===== config.mk =====
export PLATFORM = sky130hd
export DESIGN_NAME = ccd_bus_arbitration_tx
export DESIGN_NICKNAME = d
export VERILOG_FILES = /design/src/rtl/ccdtx_pkg.sv /design/src/rtl/ccdtx_step.sv /design/src/rtl/ccd_bus_arbitration_tx.sv
export SDC_FILE = /design/constraint.sdc
export NUM_CORES = 1
export LEC_CHECK = 0
export BUFFER_PORTS_ARGS = -buffer_cell sky130_fd_sc_hd__buf_2
export CORE_MARGIN = 2
export CORE_UTILIZATION = 50
export DETAILED_ROUTE_END_ITERATION = 8
export HOLD_SLACK_MARGIN = 0.08
export PLACE_DENSITY = 0.7
export SLEW_MARGIN = 20
export SYNTH_ARGS = -nofsm -noshare
export SYNTH_HDL_FRONTEND = slang
export SYNTH_SLANG_ARGS = --single-unit
export TNS_END_PERCENT = 5

===== constraint.sdc =====
create_clock -name clock -period 3.1 [get_ports clock]
set_input_delay 0.31 -clock clock [delete_from_list [all_inputs] [get_ports clock]]
set_output_delay 0.31 -clock clock [all_outputs]
set_load 0.05 [all_outputs]

===== src/rtl/ccdtx_pkg.sv =====
// Shared types and constants for the bitwise-arbitration bus sender.
// No dependencies; imported by ccdtx_step and the top level.
`timescale 1ns / 1ps

package ccdtx_pkg;

   localparam int TICKS_PER_BIT = 4;
   localparam int QS_W          = $clog2(TICKS_PER_BIT);
   localparam int BIT_W         = 4;
   localparam int LAST_DATA_BIT = 8;
   localparam int END_BIT       = 10;

   typedef enum logic {
      MODE_START = 1'b0,
      MODE_TICK  = 1'b1
   } mode_type;

   typedef struct packed {
      mode_type   mode;
      logic [7:0] tx_byte;
      logic       contend;
      logic       bus_level;
   } req_item_type;

   typedef struct packed {
      logic       line_out;
      logic       busy_res;
      logic       done_res;
      logic       won;
      logic [7:0] byte_seen;
   } rsp_item_type;

   typedef struct packed {
      logic [BIT_W-1:0] bit_index;
      logic [QS_W-1:0]  quarter_step;
      logic [7:0]       shift_byte;
      logic             sending;
      logic             running;
      logic             line_level;
   } tx_state_type;

   localparam tx_state_type STATE_RESET = '{
      bit_index:    '0,
      quarter_step: '0,
      shift_byte:   '0,
      sending:      1'b0,
      running:      1'b0,
      line_level:   1'b1
   };

endpackage


===== src/rtl/ccdtx_step.sv =====
// Per-item next-state and result logic of the arbitration sender.
// Depends on ccdtx_pkg.
`timescale 1ns / 1ps

module ccdtx_step import ccdtx_pkg::*; (
   input  req_item_type item,
   input  tx_state_type cur,
   output tx_state_type nxt,
   output rsp_item_type result
);

   logic [BIT_W-1:0] mask_sel;
   logic [7:0]       mask;
   logic             is_data;
   logic             tx_bit;
   logic             bus_low;
   logic             done;
   logic             won_now;
   logic [7:0]       seen;

   always_comb begin
      mask_sel = BIT_W'(LAST_DATA_BIT) - cur.bit_index;
      mask     = 8'(1) << mask_sel[2:0];
      is_data  = (cur.bit_index >= BIT_W'(1)) && (cur.bit_index <= BIT_W'(LAST_DATA_BIT));
      tx_bit   = |(cur.shift_byte & mask);
      bus_low  = !item.bus_level;
   end

   always_comb begin
      nxt     = cur;
      done    = 1'b0;
      won_now = 1'b0;
      seen    = 8'd0;
      unique case (item.mode)
         MODE_START: begin
            if (!cur.running) begin
               nxt.shift_byte   = item.tx_byte;
               nxt.sending      = item.contend;
               nxt.bit_index    = '0;
               nxt.quarter_step = '0;
               nxt.running      = 1'b1;
               nxt.line_level   = 1'b1;
            end
         end
         MODE_TICK: begin
            if (cur.running) begin
               if (cur.quarter_step == '0) begin
                  // drive tick
                  if (cur.sending) begin
                     if (cur.bit_index == '0) nxt.line_level = 1'b0;
                     else if (is_data)        nxt.line_level = tx_bit;
                     else                     nxt.line_level = 1'b1;
                  end
                  if (cur.bit_index >= BIT_W'(END_BIT)) begin
                     done             = 1'b1;
                     won_now          = cur.sending;
                     seen             = cur.shift_byte;
                     nxt.running      = 1'b0;
                     nxt.sending      = 1'b0;
                     nxt.bit_index    = '0;
                     nxt.quarter_step = '0;
                     nxt.line_level   = 1'b1;
                  end else begin
                     nxt.quarter_step = QS_W'(1);
                  end
               end else if (cur.quarter_step < QS_W'(TICKS_PER_BIT - 1)) begin
                  // sample tick: collision check, then rebuild if not sending
                  if (is_data) begin
                     if (cur.sending && tx_bit && bus_low) begin
                        nxt.sending    = 1'b0;
                        nxt.line_level = 1'b1;
                     end
                     if (!nxt.sending) begin
                        if (bus_low) nxt.shift_byte = cur.shift_byte & ~mask;
                        else         nxt.shift_byte = cur.shift_byte | mask;
                     end
                  end
                  nxt.quarter_step = cur.quarter_step + QS_W'(1);
               end else begin
                  nxt.quarter_step = '0;
                  nxt.bit_index    = cur.bit_index + BIT_W'(1);
               end
            end
         end
         default: nxt = cur;
      endcase
   end

   always_comb begin
      result.line_out  = nxt.line_level;
      result.busy_res  = nxt.running;
      result.done_res  = done;
      result.won       = won_now;
      result.byte_seen = seen;
   end

endmodule


===== src/rtl/ccd_bus_arbitration_tx.sv =====
// Top level of the bitwise-arbitration bus sender: input register, frame
// state, result register. Depends on ccdtx_pkg and ccdtx_step.
//
//   channel | ports                     | direction | one item is
//   --------+---------------------------+-----------+---------------------------
//   req     | req_valid / req_stall     | in        | a start or a quarter-bit tick
//   rsp     | rsp_valid / rsp_stall     | out       | status after that item
//
// Flow: one item per clock sustained while rsp is not stalled; an accepted
// item goes into the input register, then the state update writes the result
// register and sets rsp_valid. Reset clears frame state (line released) and
// both valid flags.
// A stall on rsp holds the result register; req stalls only when the input
// register is full and cannot move into the result register that cycle.
`timescale 1ns / 1ps

module ccd_bus_arbitration_tx import ccdtx_pkg::*; (
   input  logic       clock,
   input  logic       reset,
   input  logic       req_valid,
   output logic       req_stall,
   input  logic       req_mode,
   input  logic [7:0] req_tx_byte,
   input  logic       req_contend,
   input  logic       req_bus_level,
   output logic       rsp_valid,
   input  logic       rsp_stall,
   output logic       rsp_line_out,
   output logic       rsp_busy_res,
   output logic       rsp_done_res,
   output logic       rsp_won,
   output logic [7:0] rsp_byte_seen
);

   logic         in_valid_ff, in_valid_in;
   req_item_type in_item_ff;
   tx_state_type state_ff, state_in;
   logic         rsp_valid_ff, rsp_valid_in;
   rsp_item_type rsp_item_ff, rsp_item_in;

   logic         advance;   // input register moves into result register
   logic         req_take;

   // free result slot, or the one there leaves now
   assign advance   = in_valid_ff && (!rsp_valid_ff || !rsp_stall);
   assign req_stall = in_valid_ff && !advance;
   assign req_take  = req_valid && !req_stall;

   ccdtx_step u_step (
      .item   (in_item_ff),
      .cur    (state_ff),
      .nxt    (state_in),
      .result (rsp_item_in)
   );

   always_comb begin
      in_valid_in = req_take || (in_valid_ff && !advance);
      if (advance)                rsp_valid_in = 1'b1;
      else if (!rsp_stall)        rsp_valid_in = 1'b0;
      else                        rsp_valid_in = rsp_valid_ff;
   end

   always_ff @(posedge clock) begin
      if (reset) begin
         in_valid_ff  <= 1'b0;
         rsp_valid_ff <= 1'b0;
         state_ff     <= STATE_RESET;
      end else begin
         in_valid_ff  <= in_valid_in;
         rsp_valid_ff <= rsp_valid_in;
         if (advance) state_ff <= state_in;
      end
   end

   // payload registers, no reset
   always_ff @(posedge clock) begin
      if (req_take) begin
         in_item_ff.mode      <= mode_type'(req_mode);
         in_item_ff.tx_byte   <= req_tx_byte;
         in_item_ff.contend   <= req_contend;
         in_item_ff.bus_level <= req_bus_level;
      end
      if (advance) rsp_item_ff <= rsp_item_in;
   end

   assign rsp_valid     = rsp_valid_ff;
   assign rsp_line_out  = rsp_item_ff.line_out;
   assign rsp_busy_res  = rsp_item_ff.busy_res;
   assign rsp_done_res  = rsp_item_ff.done_res;
   assign rsp_won       = rsp_item_ff.won;
   assign rsp_byte_seen = rsp_item_ff.byte_seen;

endmodule


==> impl_metrics.ini <==
[route]
num_vias = 1729
avgViaCountPerCell = 5.65
wirelength_um = 4410
drt-wirelength-per-cell_um = 14.4
drt_first_pass_iters = 4
final_antenna_net_count = 0
drc = 0
drt-initial-drc-count = 92

[sta]
period_share_pct = 79.0
tns_ns = 0
setup_viol = 0
hold_viol_final = 0
drv_slew = 0
slew_headroom_pct = 45.3
finClkSkew_ns = 0.00460
tightest_slew_ns = 0.818
min_period_ns = 2.45
rsz0062_at_grt = no
fmax_mhz = 408

[worst_setup_path]
cp_top_family = compound AO/OA/AOI/OAI gates
r2r_setup_slack_ns = 0.65
cp_data_arrival_time_ns = 2.64
startpoint = state_ff[14]
slowest_delay_ns = 0.48
slowest_stage = dfxtp_1
path_cells = inv_1, ha_1, xnor2_2, a211oi_1, o311a_1, o21ai_4, mux2_2
cp.depth = 7
timing.rr.start = state_ff[14]
start_kind = register
required_ns = 3.29
r2r_cells = 7
r2r_end = state_ff[6]
critical_path_class = register to register
endpoint_kind = register
path_buf_inv = 1
crit_fanout = 9
cp-endpoint = state_ff[6]

[clocking]
clock_sinks = 42
htreeDepth = 2
clock_path_buffers = 2
cts_resized = 0
hold_buffers = 0
cts_tree = built
clkTransAtPathRegs_ns = 0.08
postCtsSetupRepairBufs = 0
clock_latency_ns = 0.30
root_buffer = clkbuf_8
numCtsBuffers = 5

[yosys]
synth_xor_area_share_pct = 1.43
synth_most_common_cell = nand2_1
synth_compound_area_share_pct = 14.3
synth_common_cells = nand2_1, edfxtp_1, dfxtp_1
synth_top_area_share_pct = 30.5
yosysWarnings = 0
ys_types = 43
avgSynthCellArea_um2 = 10.1
ys_async_sr_fraction_pct = 0
ys_seq_area_share_pct = 47.2
synthSimpleGateAreaFrac_pct = 19.6
synth_edf_count = 23
synth_cells = 225
synth_fa_ha_area_share_pct = 6.07
muxShareOfSynthArea_pct = 7.95
synth-main-ff-cell = edfxtp_1
syn-num-nets = 251
syn_area_mm2 = 0.00227
synth.area.top_cells = edfxtp_1, dfxtp_1, mux2_2
yosys.area.top_type = edfxtp_1
synth_top_family_by_area = simple AND/OR/NAND/NOR gates
ys_seq_elements = 42

[floorplan]
chipWidth_um = 71.3
io_pins = 29
die_h_um = 71.3
fp-row-count = 24
dieArea_mm2 = 0.00509
core_mm2 = 0.00435
start_util_pct = 52.1

[cells_and_area]
area_growth_pct = 12.4
multiInputGateArea_mm2 = 0.00112
drive_gt1_share_pct = 22.8
fin_cells = 306
fin_util_pct = 58.5
fillCellCount = 370
diodes = 0
nets = 279
seqCellArea_mm2 = 0.00107

[grt]
gr-usage-met1_pct = 24.9
met3_usage_pct = 4.22
grtUsageMet2_pct = 29.3
grt_pass1_wl_um = 7460
grt_start_max_net_pins = 29
grt_pass1_vias = 1555
antenna_found_initial = 0
grt-ovfl-total = 0
grt.busiest_layer = met2
grt_usage_pct = 18.8

[placed_design]
dp_cells = 298
port_buffers = 28
dp_hpwl_um = 3190
gp_congestion = 0.874

[power]
power_density_mw_per_mm2 = 452
finalPower_mw = 1.15
leakage_nw = 0.962
ir_worst_vdd_mv = 0.292

[hold_path]
hp-class = input port to register

[flow_run]
drv_cap = 0

[run_status]
status = complete, no violations
[per-layer routing]
layer | vias up | part of all wire (%)
met5 | - | 0
met4 | 0 | 2.7
met3 | 13 | 6.0
met2 | 61 | 45
met1 | 793 | 46
li1 | 862 | -
[final cells by class]
cell class | count | share of cell area, %
repair buffers | 29 | 5.80
clock buffers | 6 | 2.85
multi-input cells | 166 | 44.0
inverters | 9 | 1.33
flip-flops and latches | 42 | 42.0
well taps | 52 | 2.55
clock inverters | 2 | 1.47
[report_power, final]
part           leakage (nW)  switching, mW  total [mW]  internal (mW)
clock network        0.0514          0.189       0.430          0.240
registers             0.366         0.0118       0.620          0.608
logic                 0.544         0.0722       0.102         0.0294
[cells by family (layout without fill, tap and decap cells)]
logic type                 after synthesis  after routing
muxes                                   16             16
and+or+nand+nor                         88             88
xor gates and xnor gates                 2              2
DFF                                     42             42
buffers and inverters                   17             46
AOI/OAI and AO/OA                       49             49
adders and majority gates               11             11
[worst min-delay path by stage]
stage | slack, ns | endpoint | start | cells after the start
after global routing | 0.17 | in_item_ff[5] | req_tx_byte[3] | 1
after global placement | 0.45 | rsp_valid | in_valid_ff | 2
final | 0.18 | in_item_ff[6] | req_tx_byte[4] | 1
after floorplan | 0.41 | in_item_ff[0] | req_bus_level | 0
after detailed placement | 0.47 | state_ff[12] | state_ff[12] | 2
after CTS | 0.17 | in_item_ff[2] | req_tx_byte[0] | 1
[sequential cells by signal (all words and copies together) (netlist names)]
| signal | cells |
|---|---|
| rsp_line_out | 1 |
| state_ff | 17 |
| in_valid_ff | 1 |
| rsp_done_res | 1 |
| rsp_valid | 1 |
| rsp_busy_res | 1 |
| rsp_byte_seen | 8 |
| rsp_won | 1 |
| in_item_ff | 11 |
[stage by stage]
step	hold slack [ns]	worst slack [ns]	area (µm²)
floorplan	0.409	0.941	2270
global route	0.169	0.483	2550
global placement	0.452	0.761	2440
CTS	0.172	0.657	2550
detailed placement	0.472	0.674	2440
finish	0.183	0.650	2550
[cells in the final DEF, fill, tap and decap left out, types with 5 or more instances in the layout]
cell type,netlist,layout
nand2_1,36,36
buf_2,1,28
edfxtp_1,23,23
dfxtp_1,19,19
a21oi_1,18,18
mux2_2,16,16
nor2_1,11,11
and2_1,11,11
ha_1,11,11
inv_1,9,9
nor2b_1,9,9
o21ai_0,6,6
a22oi_1,5,5
nand3_1,5,5
clkbuf_8,0,5
No activity file was read; power rests on OpenSTA's default activity.
